$ cat config.mk
export PLATFORM = sky130hd
export DESIGN_NAME = strat_column_split
export DESIGN_NICKNAME = d
export VERILOG_FILES = /design/src/rtl/core/scs_pkg.sv /design/src/rtl/core/scs_queue.sv /design/src/rtl/core/scs_front.sv /design/src/rtl/core/scs_back.sv /design/src/rtl/core/strat_column_split.sv
export SDC_FILE = /design/constraint.sdc
export NUM_CORES = 2
export LEC_CHECK = 0
export ABC_AREA = 1
export ABC_CLOCK_PERIOD_IN_PS = 13100
export BUFFER_PORTS_ARGS = -buffer_cell sky130_fd_sc_hd__clkbuf_2
export CORE_MARGIN = 3
export CORE_UTILIZATION = 40
export CTS_CLUSTER_DIAMETER = 60
export DETAILED_ROUTE_END_ITERATION = 10
export GPL_ROUTABILITY_DRIVEN = 0
export SLEW_MARGIN = 20
export SYNTH_ARGS = -nofsm -noshare
export SYNTH_HDL_FRONTEND = slang
export SYNTH_SLANG_ARGS = --single-unit
$ cat constraint.sdc
create_clock -name i_clk -period 13.1 [get_ports i_clk]
set_input_delay 0.655 -clock i_clk [delete_from_list [all_inputs] [get_ports i_clk]]
set_output_delay 0.655 -clock i_clk [all_outputs]
set_load 0.01 [all_outputs]
$ cat src/rtl/core/scs_pkg.sv
// ----------------------------------------------------------------------------
// Stratospheric column split: shared types and constants
// Field widths, status codes and the record handed from the front to the back.
// ----------------------------------------------------------------------------
package scs_pkg;

    localparam int unsigned MAX_LEVELS_DEF = 64;
    localparam int unsigned SUM_W          = 30;
    localparam int unsigned PRES_W         = 24;
    localparam int unsigned COEF_B_W       = 16;
    localparam int unsigned GAS_W          = 24;
    localparam int unsigned SLANT_W        = 32;
    localparam int unsigned AMF_W          = 16;
    localparam int unsigned THR_W          = 16;
    localparam int unsigned COL_W          = 32;
    localparam int unsigned STATUS_W       = 2;
    localparam int unsigned IN_DATA_W      = 176;
    localparam int unsigned IN_USER_W      = 2;
    localparam logic [THR_W-1:0] THR_RESET = 16'd4096;

    typedef enum logic [STATUS_W-1:0] {
        ST_VALID   = 2'd0,
        ST_SKIPPED = 2'd1,
        ST_OVER    = 2'd2,
        ST_NO_TROP = 2'd3
    } t_status;

    typedef struct packed {
        logic [SUM_W-1:0]          captured;
        logic                      found;
        logic                      skip;
        logic signed [SLANT_W-1:0] slant;
        logic [AMF_W-1:0]          amf_t;
        logic [AMF_W-1:0]          amf_s;
    } t_pixel;

endpackage

$ cat src/rtl/core/scs_queue.sv
// ----------------------------------------------------------------------------
// Pixel queue
// Short register queue that decouples the level front end from the back end.
// ----------------------------------------------------------------------------
module scs_queue #(
    parameter int unsigned WIDTH = 8,
    parameter int unsigned DEPTH = 2
) (
    input  logic             i_clk,
    input  logic             i_rst_n,
    input  logic             i_push,
    input  logic [WIDTH-1:0] i_data,
    output logic             o_full,
    input  logic             i_pop,
    output logic [WIDTH-1:0] o_data,
    output logic             o_empty
);
    localparam int unsigned AW = (DEPTH > 1) ? $clog2(DEPTH) : 1;
    localparam int unsigned CW = $clog2(DEPTH + 1);

    logic [WIDTH-1:0] r_mem [DEPTH];
    logic [AW-1:0]    r_wr, n_wr, r_rd, n_rd;
    logic [CW-1:0]    r_cnt, n_cnt;

    assign o_full  = (r_cnt == CW'(DEPTH));
    assign o_empty = (r_cnt == '0);
    assign o_data  = r_mem[r_rd];

    always_comb begin
        n_wr  = r_wr;
        n_rd  = r_rd;
        n_cnt = r_cnt;
        if (i_push) begin
            n_wr = (r_wr == AW'(DEPTH - 1)) ? '0 : r_wr + 1'b1;
        end
        if (i_pop) begin
            n_rd = (r_rd == AW'(DEPTH - 1)) ? '0 : r_rd + 1'b1;
        end
        if (i_push && !i_pop) begin
            n_cnt = r_cnt + 1'b1;
        end else if (!i_push && i_pop) begin
            n_cnt = r_cnt - 1'b1;
        end
    end

    always_ff @(posedge i_clk) begin
        if (!i_rst_n) begin
            r_wr  <= '0;
            r_rd  <= '0;
            r_cnt <= '0;
        end else begin
            r_wr  <= n_wr;
            r_rd  <= n_rd;
            r_cnt <= n_cnt;
        end
    end

    always_ff @(posedge i_clk) begin
        if (i_push) begin
            r_mem[r_wr] <= i_data;
        end
    end

endmodule

$ cat src/rtl/core/scs_front.sv
// ----------------------------------------------------------------------------
// Level front end
// Accumulates partial columns, tests each level against the tropopause and
// hands one record per pixel to the queue.
// ----------------------------------------------------------------------------
module scs_front #(
    parameter int unsigned MAX_LEVELS = scs_pkg::MAX_LEVELS_DEF
) (
    input  logic                              i_clk,
    input  logic                              i_rst_n,
    input  logic                              i_valid,
    input  logic [scs_pkg::IN_DATA_W-1:0]     i_data,
    input  logic [scs_pkg::IN_USER_W-1:0]     i_user,
    input  logic                              i_last,
    output logic                              o_ready,
    input  logic                              i_q_full,
    output logic                              o_q_push,
    output scs_pkg::t_pixel                   o_q_data
);
    localparam int unsigned CNT_W = $clog2(MAX_LEVELS + 1);
    localparam int unsigned LHS_W = scs_pkg::PRES_W + scs_pkg::COEF_B_W + 1;

    logic [scs_pkg::PRES_W-1:0]    lvl_a, psurf, ptrop;
    logic [scs_pkg::COEF_B_W-1:0]  lvl_b;
    logic [scs_pkg::GAS_W-1:0]     gas;
    logic signed [scs_pkg::SLANT_W-1:0] slant;
    logic [scs_pkg::AMF_W-1:0]     amf_t, amf_s;
    logic [LHS_W-1:0]              lhs, rhs;
    logic [scs_pkg::SUM_W:0]       sum_ext;
    logic                          take, active, hit;

    logic [scs_pkg::SUM_W-1:0] r_run, n_run, r_cap, n_cap;
    logic                      r_found, n_found;
    logic [CNT_W-1:0]          r_cnt, n_cnt;

    assign lvl_a = i_data[23:0];
    assign lvl_b = i_data[39:24];
    assign gas   = i_data[63:40];
    assign psurf = i_data[87:64];
    assign ptrop = i_data[111:88];
    assign slant = i_data[143:112];
    assign amf_t = i_data[159:144];
    assign amf_s = i_data[175:160];

    assign o_ready = !i_q_full;
    assign take    = i_valid && o_ready;
    assign active  = (r_cnt < CNT_W'(MAX_LEVELS));
    assign lhs     = {2'b0, lvl_a, 15'd0} + LHS_W'(lvl_b * psurf);
    assign rhs     = {2'b0, ptrop, 15'd0};
    assign hit     = active && (lhs > rhs);
    assign sum_ext = {1'b0, r_run} + (scs_pkg::SUM_W + 1)'(gas);

    always_comb begin
        n_run   = r_run;
        n_cap   = r_cap;
        n_found = r_found;
        n_cnt   = r_cnt;
        if (take) begin
            if (hit) begin
                n_cap   = r_run;
                n_found = 1'b1;
            end
            if (active) begin
                n_run = sum_ext[scs_pkg::SUM_W] ? '1 : sum_ext[scs_pkg::SUM_W-1:0];
                n_cnt = r_cnt + 1'b1;
            end
            if (i_last) begin
                n_run   = '0;
                n_cap   = '0;
                n_found = 1'b0;
                n_cnt   = '0;
            end
        end
    end

    assign o_q_push          = take && i_last;
    assign o_q_data.captured = hit ? r_run : r_cap;
    assign o_q_data.found    = hit || r_found;
    assign o_q_data.skip     = i_user[0] || i_user[1] || slant[scs_pkg::SLANT_W-1];
    assign o_q_data.slant    = slant;
    assign o_q_data.amf_t    = amf_t;
    assign o_q_data.amf_s    = amf_s;

    always_ff @(posedge i_clk) begin
        if (!i_rst_n) begin
            r_run   <= '0;
            r_cap   <= '0;
            r_found <= 1'b0;
            r_cnt   <= '0;
        end else begin
            r_run   <= n_run;
            r_cap   <= n_cap;
            r_found <= n_found;
            r_cnt   <= n_cnt;
        end
    end

endmodule

$ cat src/rtl/core/scs_back.sv
// ----------------------------------------------------------------------------
// Column back end
// Threshold test, serial division and saturation for one pixel at a time.
// ----------------------------------------------------------------------------
module scs_back (
    input  logic                               i_clk,
    input  logic                               i_rst_n,
    input  logic [scs_pkg::THR_W-1:0]          i_thresh,
    input  logic                               i_q_empty,
    input  scs_pkg::t_pixel                    i_q_data,
    output logic                               o_q_pop,
    output logic                               o_valid,
    input  logic                               i_ready,
    output logic [scs_pkg::COL_W-1:0]          o_col,
    output logic [scs_pkg::STATUS_W-1:0]       o_status
);
    localparam int unsigned NUM_W = 48;
    localparam int unsigned DC_W  = $clog2(NUM_W);
    localparam int unsigned TS_W  = scs_pkg::SUM_W + scs_pkg::AMF_W;
    localparam int unsigned RHS_W = scs_pkg::THR_W + scs_pkg::AMF_W;

    typedef enum logic [5:0] {
        S_IDLE = 6'b000001,
        S_MUL  = 6'b000010,
        S_CMP  = 6'b000100,
        S_DIV  = 6'b001000,
        S_FIN  = 6'b010000,
        S_OUT  = 6'b100000
    } t_state;

    t_state                     r_state;
    scs_pkg::t_pixel            r_pix;
    logic [TS_W-1:0]            r_ts;
    logic [RHS_W-1:0]           r_rhs;
    logic [NUM_W-1:0]           r_quo;
    logic [scs_pkg::AMF_W-1:0]  r_rem;
    logic [DC_W-1:0]            r_dcnt;
    logic                       r_neg;
    logic [scs_pkg::COL_W-1:0]  r_res_col;
    scs_pkg::t_status           r_res_st;
    logic                       r_out_valid;
    logic [scs_pkg::COL_W-1:0]  r_out_col;
    scs_pkg::t_status           r_out_st;

    logic signed [NUM_W-1:0]    num;
    logic [NUM_W-1:0]           num_mag;
    logic [scs_pkg::AMF_W:0]    trial;
    logic                       fits;
    logic                       out_free;

    assign num      = $signed({{(NUM_W-scs_pkg::SLANT_W-12){r_pix.slant[scs_pkg::SLANT_W-1]}},
                               r_pix.slant, 12'd0}) - $signed({2'b0, r_ts});
    assign num_mag  = num[NUM_W-1] ? NUM_W'(-num) : NUM_W'(num);
    assign trial    = {r_rem, r_quo[NUM_W-1]};
    assign fits     = (trial >= {1'b0, r_pix.amf_s});
    assign out_free = !r_out_valid || i_ready;
    assign o_q_pop  = (r_state == S_IDLE) && !i_q_empty;

    always_ff @(posedge i_clk) begin
        if (!i_rst_n) begin
            r_state <= S_IDLE;
        end else begin
            unique case (r_state)
                S_IDLE: if (!i_q_empty) r_state <= S_MUL;
                S_MUL:  r_state <= S_CMP;
                S_CMP: begin
                    if (!r_pix.skip && r_pix.found && ({r_ts, 12'd0} < 58'(r_rhs))) begin
                        r_state <= S_DIV;
                    end else begin
                        r_state <= S_OUT;
                    end
                end
                S_DIV:  if (r_dcnt == '0) r_state <= S_FIN;
                S_FIN:  r_state <= S_OUT;
                S_OUT:  if (out_free) r_state <= S_IDLE;
                default: r_state <= S_IDLE;
            endcase
        end
    end

    always_ff @(posedge i_clk) begin
        unique case (r_state)
            S_IDLE: r_pix <= i_q_data;
            S_MUL: begin
                r_ts  <= r_pix.captured * r_pix.amf_t;
                r_rhs <= i_thresh * r_pix.amf_s;
            end
            S_CMP: begin
                r_res_col <= '0;
                r_neg     <= num[NUM_W-1];
                r_quo     <= num_mag;
                r_rem     <= '0;
                r_dcnt    <= DC_W'(NUM_W - 1);
                if (r_pix.skip) begin
                    r_res_st <= scs_pkg::ST_SKIPPED;
                end else if (!r_pix.found) begin
                    r_res_st <= scs_pkg::ST_NO_TROP;
                end else if ({r_ts, 12'd0} < 58'(r_rhs)) begin
                    r_res_st <= scs_pkg::ST_VALID;
                end else begin
                    r_res_st <= scs_pkg::ST_OVER;
                end
            end
            S_DIV: begin
                r_rem  <= fits ? scs_pkg::AMF_W'(trial - {1'b0, r_pix.amf_s})
                               : scs_pkg::AMF_W'(trial);
                r_quo  <= {r_quo[NUM_W-2:0], fits};
                r_dcnt <= r_dcnt - 1'b1;
            end
            S_FIN: begin
                if (!r_neg && (r_quo > NUM_W'(32'h7FFF_FFFF))) begin
                    r_res_col <= 32'h7FFF_FFFF;
                end else if (r_neg && (r_quo > NUM_W'(33'h0_8000_0000))) begin
                    r_res_col <= 32'h8000_0000;
                end else begin
                    r_res_col <= r_neg ? 32'(-r_quo) : r_quo[scs_pkg::COL_W-1:0];
                end
            end
            S_OUT: ;
            default: ;
        endcase
    end

    always_ff @(posedge i_clk) begin
        if (!i_rst_n) begin
            r_out_valid <= 1'b0;
        end else if ((r_state == S_OUT) && out_free) begin
            r_out_valid <= 1'b1;
        end else if (i_ready) begin
            r_out_valid <= 1'b0;
        end
    end

    always_ff @(posedge i_clk) begin
        if ((r_state == S_OUT) && out_free) begin
            r_out_col <= r_res_col;
            r_out_st  <= r_res_st;
        end
    end

    assign o_valid  = r_out_valid;
    assign o_col    = r_out_col;
    assign o_status = r_out_st;

    a_state_onehot: assert property (@(posedge i_clk) disable iff (!i_rst_n)
        $onehot(r_state)) else $error("back end state not one-hot");
    a_zero_col: assert property (@(posedge i_clk) disable iff (!i_rst_n)
        r_out_valid && (r_out_st != scs_pkg::ST_VALID) |-> r_out_col == '0)
        else $error("column not zero on a status result");
    a_div_nonzero: assert property (@(posedge i_clk) disable iff (!i_rst_n)
        (r_state == S_DIV) |-> r_pix.amf_s != '0)
        else $error("division by a zero air mass factor");

endmodule

$ cat src/rtl/core/strat_column_split.sv
// ----------------------------------------------------------------------------
// Stratospheric column split
// Splits a pixel's slant column into its stratospheric part from level items.
// ----------------------------------------------------------------------------
// Channel      | Direction | Contents
// s_axis       | in        | one level item per request, tlast on the top level
// m_axis       | out       | one result per pixel: column and status
// cfg          | in        | trop_threshold write
//
// Level items are taken at one per cycle while the pixel queue has room.
// Each pixel's result is worked out in the back end by a 48-step divider that
// yields one quotient bit per cycle, and only for pixels that pass the threshold;
// the back end takes a new pixel only once the last one is through. Reset is
// synchronous and clears all control state at once. A stalled output holds the
// back end, and a full queue stalls the input.
module strat_column_split #(
    parameter int unsigned MAX_LEVELS = scs_pkg::MAX_LEVELS_DEF
) (
    input  logic                              i_clk,
    input  logic                              i_rst_n,
    input  logic                              i_s_axis_tvalid,
    output logic                              o_s_axis_tready,
    // level_a, level_b, gas_partial, psurf, ptrop, slant, amf_trop, amf_strat
    input  logic [scs_pkg::IN_DATA_W-1:0]     i_s_axis_tdata,
    // quality_nonzero, input_invalid
    input  logic [scs_pkg::IN_USER_W-1:0]     i_s_axis_tuser,
    input  logic                              i_s_axis_tlast,
    output logic                              o_m_axis_tvalid,
    input  logic                              i_m_axis_tready,
    // strat_column
    output logic [scs_pkg::COL_W-1:0]         o_m_axis_tdata,
    // split_status
    output logic [scs_pkg::STATUS_W-1:0]      o_m_axis_tuser,
    input  logic                              i_cfg_wr_en,
    input  logic [scs_pkg::THR_W-1:0]         i_cfg_wr_data
);
    logic [scs_pkg::THR_W-1:0] r_thresh;
    logic                      q_full, q_empty, q_push, q_pop;
    scs_pkg::t_pixel           q_in, q_out;

    always_ff @(posedge i_clk) begin
        if (!i_rst_n) begin
            r_thresh <= scs_pkg::THR_RESET;
        end else if (i_cfg_wr_en) begin
            r_thresh <= i_cfg_wr_data;
        end
    end

    scs_front #(.MAX_LEVELS(MAX_LEVELS)) u_front (
        .i_clk    (i_clk),
        .i_rst_n  (i_rst_n),
        .i_valid  (i_s_axis_tvalid),
        .i_data   (i_s_axis_tdata),
        .i_user   (i_s_axis_tuser),
        .i_last   (i_s_axis_tlast),
        .o_ready  (o_s_axis_tready),
        .i_q_full (q_full),
        .o_q_push (q_push),
        .o_q_data (q_in)
    );

    scs_queue #(.WIDTH($bits(scs_pkg::t_pixel)), .DEPTH(2)) u_queue (
        .i_clk   (i_clk),
        .i_rst_n (i_rst_n),
        .i_push  (q_push),
        .i_data  (q_in),
        .o_full  (q_full),
        .i_pop   (q_pop),
        .o_data  (q_out),
        .o_empty (q_empty)
    );

    scs_back u_back (
        .i_clk     (i_clk),
        .i_rst_n   (i_rst_n),
        .i_thresh  (r_thresh),
        .i_q_empty (q_empty),
        .i_q_data  (q_out),
        .o_q_pop   (q_pop),
        .o_valid   (o_m_axis_tvalid),
        .i_ready   (i_m_axis_tready),
        .o_col     (o_m_axis_tdata),
        .o_status  (o_m_axis_tuser)
    );

endmodule

# Word-level counts from Yosys, hierarchy flattened

Memory sizes are Yosys's and may differ from the RTL's. A register that Yosys moved wholly into a read port is not among the register bits.
Index checks and enable logic that the tools add are counted.
Widths: inputs -> output; s select.

Register bits: 312
RAM bits: 192
Bits of input ports: 200
Word-level logic and storage cells: 121
Memories kept: 1

Add/subtract/negate cells: 12
Multipliers: 3
$lt $le $gt $ge: 6
Equality and inequality tests: 10
Mux-type cells: 33
Bitwise logic cells: 1
Reduce and logical (&&, ||, !) cells: 34

Memories:

| name          | depth | width | rd ports | clocked after Yosys merged registers in | write ports | line            | source |
|---|---|---|---|---|---|---|---|
| u_queue.r_mem | 2     | 96    | 1        | 1                                       | 1           | scs_queue.sv:21 | `logic [WIDTH-1:0] r_mem [DEPTH];` |

Operators with widths:

| operator             | number |
|---|---|
| $mux 30              | 5 |
| $mux 32              | 3 |
| $pmux 48 s2          | 1 |
| $pmux 32 s2          | 1 |
| $lt 58x32->1         | 1 |
| $gt 48x31->1 const B | 1 |
| $gt 48x32->1 const B | 1 |
| $mux 48              | 1 |
| $neg 48->48          | 1 |
| $sub 44x47->48       | 1 |
| $mul 30x16->46       | 1 |
| $add 39x40->41       | 1 |
| $gt 41x39->1         | 1 |
| $mul 16x24->40       | 1 |
| $pmux 6 s6           | 1 |
| $mul 16x16->32       | 1 |
| $neg 32->32          | 1 |
| $pmux 16 s2          | 1 |
| $add 30x24->31       | 1 |
| $mux 6               | 4 |
| $ge 17x16->1         | 1 |
| $mux 16              | 1 |
| $sub 16x16->16       | 1 |
| $mux 7               | 2 |
| other kinds (28)     | 65 |

# Depth between registers and ports, before layout

Word-level depth: 8
Gate-level depth with buffers: 46
Gate-level depth less buffers: 43

# Hierarchy

Synthesis repeated with hierarchy kept, for this count alone.

Cell total of the unflattened synthesis: 8,534
Area total of the unflattened synthesis: 70,340.0 um^2

Modules (own cells, without submodules):

| module             | times used | cells each | area an instance (um^2) |
|---|---|---|---|
| scs_back           | 1          | 5,276      | 42,403.2 |
| scs_front          | 1          | 2,824      | 19,909.1 |
| scs_queue          | 1          | 334        | 7,355.8 |
| strat_column_split | 1          | 100        | 671.9 |

# Worst setup path after synthesis

No wires, ideal clock.

Path type: register to register
Start point: reg u_back.r_state[5]
End point: reg u_queue.r_cnt[1]
Library setup time: 122 ps
Arrival: 11,499 ps
Setup slack: 1,478 ps
Stages on the path, launching flop included: 15
Clock period less this slack: 11,622 ps
Path through: dfxtp_1 -> nor2_1 -> inv_1 -> nor4_1 -> inv_1 -> nor2_1 -> nor2_1 -> nand2_1 -> nor2_1 -> inv_1 -> ha_1 -> a21oi_1 -> o21ai_0 -> o21ai_0 -> a21oi_1

Word-level cells in the longest chain between the ends: 5
Elaborated cells between the ends (all ways): 7
Those cells by class: eq/ne (1); mux (1); reduce/logical (5)

RTL lines:

| what                                        | line            | source |
|---|---|---|
| start, declared                             | scs_back.sv:31  | `t_state r_state;` |
| start signal, assigned                      | scs_back.sv:61  | `r_state <= S_IDLE;` |
| start signal, assigned                      | scs_back.sv:64  | `S_IDLE: if (!i_q_empty) r_state <= S_MUL;` |
| start signal, assigned                      | scs_back.sv:65  | `S_MUL: r_state <= S_CMP;` |
| $eq 6x1->1 *                                | scs_back.sv:57  | `assign o_q_pop = (r_state == S_IDLE) && !i_q_empty;` |
| $logic_and 1x1->1 *                         | scs_back.sv:57  |  |
| $logic_not 1->1                             | scs_queue.sv:39 | `if (i_push && !i_pop) begin` |
| $logic_and 1x1->1                           | scs_queue.sv:39 |  |
| $mux 2 or $reduce_bool 2->1 (tied branches) | -               |  |
| end signal, assigned                        | scs_queue.sv:54 | `r_cnt <= n_cnt;` |
| end, declared                               | scs_queue.sv:23 | `logic [CW-1:0] r_cnt, n_cnt;` |

Mark *: on every way between the ends. The rest lies on a longest branch, timed or not.
A chain may end at the register's enable or synchronous reset.

==> flow_metrics.env <==
export IMPL_cp_slowest_cell="nand2_1"
export IMPL_netlist_top_cells_area="fa_1 (27%), edfxtp_1 (22%), nand2_1 (13%)"
export IMPL_clock_sink_count=600
export IMPL_die_w_um=420.6
export IMPL_critical_path_reg2reg_startpoint="u_back.r_pix[76]$_DFFE_PP_"
export IMPL_total_routed_length_mm=181.8
export IMPL_timing_critical_path_fanout_max=31
export IMPL_outcome="completed"
export IMPL_final_setup_fails=0
export IMPL_timing_critical_path_to_type="flip-flop"
export IMPL_grt_ovfl_total=0
export IMPL_via_count=53420
export IMPL_cts_buffers=74
export IMPL_critical_path_max_stage_delay_ns=0.59
export IMPL_r2r_worst_path_cells=26
export IMPL_post_cts_setup_buffers=0
export IMPL_ys_warn_count=0
export IMPL_syn_cell_area_um2=68740
export IMPL_cts_clk_slew_worst_paths_ns=0.06
export IMPL_cts_root_buf="clkbuf_16"
export IMPL_grt_pass1_vias=55850
export IMPL_drive_gt1_frac=0.05673
export IMPL_tritoncts_clock_tree="built"
export IMPL_design_die_area_um2=176900
export IMPL_clock_tree_buffer_depth=3
export IMPL_syn_area_per_cell_um2=8.128
export IMPL_worstHoldPathType="input pin to flip-flop"
export IMPL_worst_slew_pin_transition_ns=1.057
export IMPL_ant_nets=0
export IMPL_port_buffer_count=235
export IMPL_number_of_antenna_violations_at_the_first_check_in_global_routing=15
export IMPL_floorplan_core_area_um2=170000
export IMPL_worst_setup_path_start="i_s_axis_tdata[33]"
export IMPL_worstPathRequired_ns=13.53
export IMPL_max_slew_margin=0.2936
export IMPL_die_y_um=420.6
export IMPL_postSynth_asyncResetShare=0
export IMPL_rsz_0062_raised_after_global_routing="no"
export IMPL_cts_hold_buffers=0
export IMPL_clock_latency_ns=0.68
export IMPL_post_synth_top_area_cell="fa_1"
export IMPL_cp_common_cell="nand2_1"
export IMPL_track_usage=0.2108
export IMPL_floorplan_io_pins=236
export IMPL_data_arrival_time_of_the_worst_path_ns=9.35
export IMPL_synth_top_cell_area_share=0.2671
export IMPL_synthToLayoutAreaGrowth_pct=8.167
export IMPL_drtIter0Drc=3616
export IMPL_crit_type="input pin to flip-flop"
export IMPL_avgViaCountPerCell=4.967
export IMPL_worst_r2r_setup_slack_ns=6.05
export IMPL_fmaxAchievable_mhz=112.1
export IMPL_synth_edff_count=505
export IMPL_ys_ff_latch=600
export IMPL_r2r_end="u_back.r_ts[42]$_DFFE_PP_"
export IMPL_post_cts_resized_instances=0
export IMPL_finalMaxSlewViolations=0
export IMPL_drt_drc_violations_left=0
export IMPL_drt_pass1_iter_count=6
export IMPL_grt_first_pass_wirelength_mm=295.4
export IMPL_cap_viol_max_count=0
export IMPL_fin_worst_skew_ns=0.03848
export IMPL_synth_top_cells_by_count="nand2_1 (2375), inv_1 (2050), fa_1 (917)"
export IMPL_finalHoldViolations=0
export IMPL_place_hpwl_mm=138.9
export IMPL_rows=151
export IMPL_ctsHtreeMaxLevel=3
export IMPL_min_period_over_period=0.6811
export IMPL_synth_top_flop_cell="edfxtp_1"
export IMPL_critical_path_n_buffers_inverters=9
export IMPL_synth_seq_area_share=0.2483
export IMPL_cpLargestDelayFamily="adder cells"
export IMPL_yosysMostFrequentCell="nand2_1"
export IMPL_start_kind="input pin"
export IMPL_wl_per_cell_um=16.90
export IMPL_synth_distinct_cells=61
export IMPL_finish_net_count=10060
export IMPL_hold_depth=1
export IMPL_syn_inst=8457
export IMPL_hold_path_endpoint="u_queue.r_mem[0][26]$_DFFE_PP_"
export IMPL_pin_count_of_the_biggest_net_entering_global_routing=72
export IMPL_final_period_minus_worst_setup_slack_ns=8.922
export IMPL_timing_hold_worst_start="i_s_axis_tdata[154]"
export IMPL_synth_nets=10040
export IMPL_initial_utilization=0.4043
export IMPL_timing_setup_tns_ns=0
logic make-up (layout without fill, tap and decap cells):
kind of cell,Yosys count,in the layout,share of synthesized area
adder cells (fa/ha/maj),1383,1383,0.3519
flip-flops,600,600,0.2483
other,0,4,0
XOR/XNOR,187,187,0.02404
AND/OR/NAND/NOR,3188,3188,0.1886
buffers and inverters,2409,2484,0.1321
AO/OA/AOI/OAI,690,690,0.05519
placed cells by master (no fill, tap or decap), types with 109 or more instances in the layout:
cell type,count
nand2_1,2374
clkbuf_2,235
o21ai_0,171
xor2_1,109
nor2_1,316
a21oi_1,361
ha_1,466
nand3_1,250
edfxtp_1,505
fa_1,917
inv_1,2050
worst max path at each step:
stage	end	slack (ns)	cells past startpoint
finish	u_queue.r_mem[0][80]$_DFFE_PP_	4.18	38
global route	u_queue.r_mem[1][70]$_DFFE_PP_	3.49	36
CTS	u_queue.r_mem[1][70]$_DFFE_PP_	4.21	36
detailed placement	u_queue.r_mem[1][70]$_DFFE_PP_	3.47	36
global placement	u_queue.r_mem[0][65]$_DFFE_PP_	3.50	41
floorplan	u_queue.r_cnt[1]$_SDFFE_PN0P_	1.48	14
through the flow:
step                hold WS (ns)  utilization  setup WS [ns]  instance area (µm²)  cells
floorplan                 0.4003            -          1.478                68740   8457
global placement          0.4071       0.4221          3.497                71770  10610
detailed placement        0.4075       0.4221          3.475                71770  10610
CTS                      0.09617       0.4370          4.208                74300  10750
global route              0.1292       0.4373          3.488                74350  10750
finish                    0.1674       0.4373          4.178                74360  10750
registers in the layout (all words and copies together), names as in the netlist:
| name | flops |
|---|---|
| u_queue.r_mem | 192 |
| u_back.r_pix | 96 |
| u_back.r_quo | 48 |
| u_back.r_ts | 46 |
| u_back.o_col | 32 |
| u_back.r_res_col | 32 |
| u_back.r_rhs | 32 |
| u_front.r_cap | 30 |
| u_front.r_run | 30 |
| r_thresh | 16 |
| u_back.r_rem | 16 |
| u_front.r_cnt | 7 |
| u_back.r_dcnt | 6 |
| u_back.r_state | 6 |
| u_back.o_status | 2 |
| u_back.r_res_st | 2 |
| u_queue.r_cnt | 2 |
| u_back.o_valid | 1 |
| u_back.r_neg | 1 |
| u_front.r_found | 1 |
| u_queue.r_rd | 1 |
| u_queue.r_wr | 1 |
per-layer routing:
layer  wire length (µm)  up-vias  track usage
met5                 50        -            0
met4               7278        8      0.08216
met3              10940      343      0.02725
met2              86920     1685       0.3586
met1              76590    25930       0.2728
li1                   -    25460            -
cell type report:
type                            instances  area [µm²]
Tap cell                             2218        2775
Inverter                             2068        7764
Clock inverter                         48       576.8
Sequential cell                       600       17070
Timing Repair Buffer                  280        1534
Multi-Input combinational cell       5448       42670
Antenna cell                            4       10.01
Fill cell                           16920       95680
Clock buffer                           88        1957
Power is not shown: default switching activity piles up to over one toggle a cycle in this logic, so the estimate is an artifact.
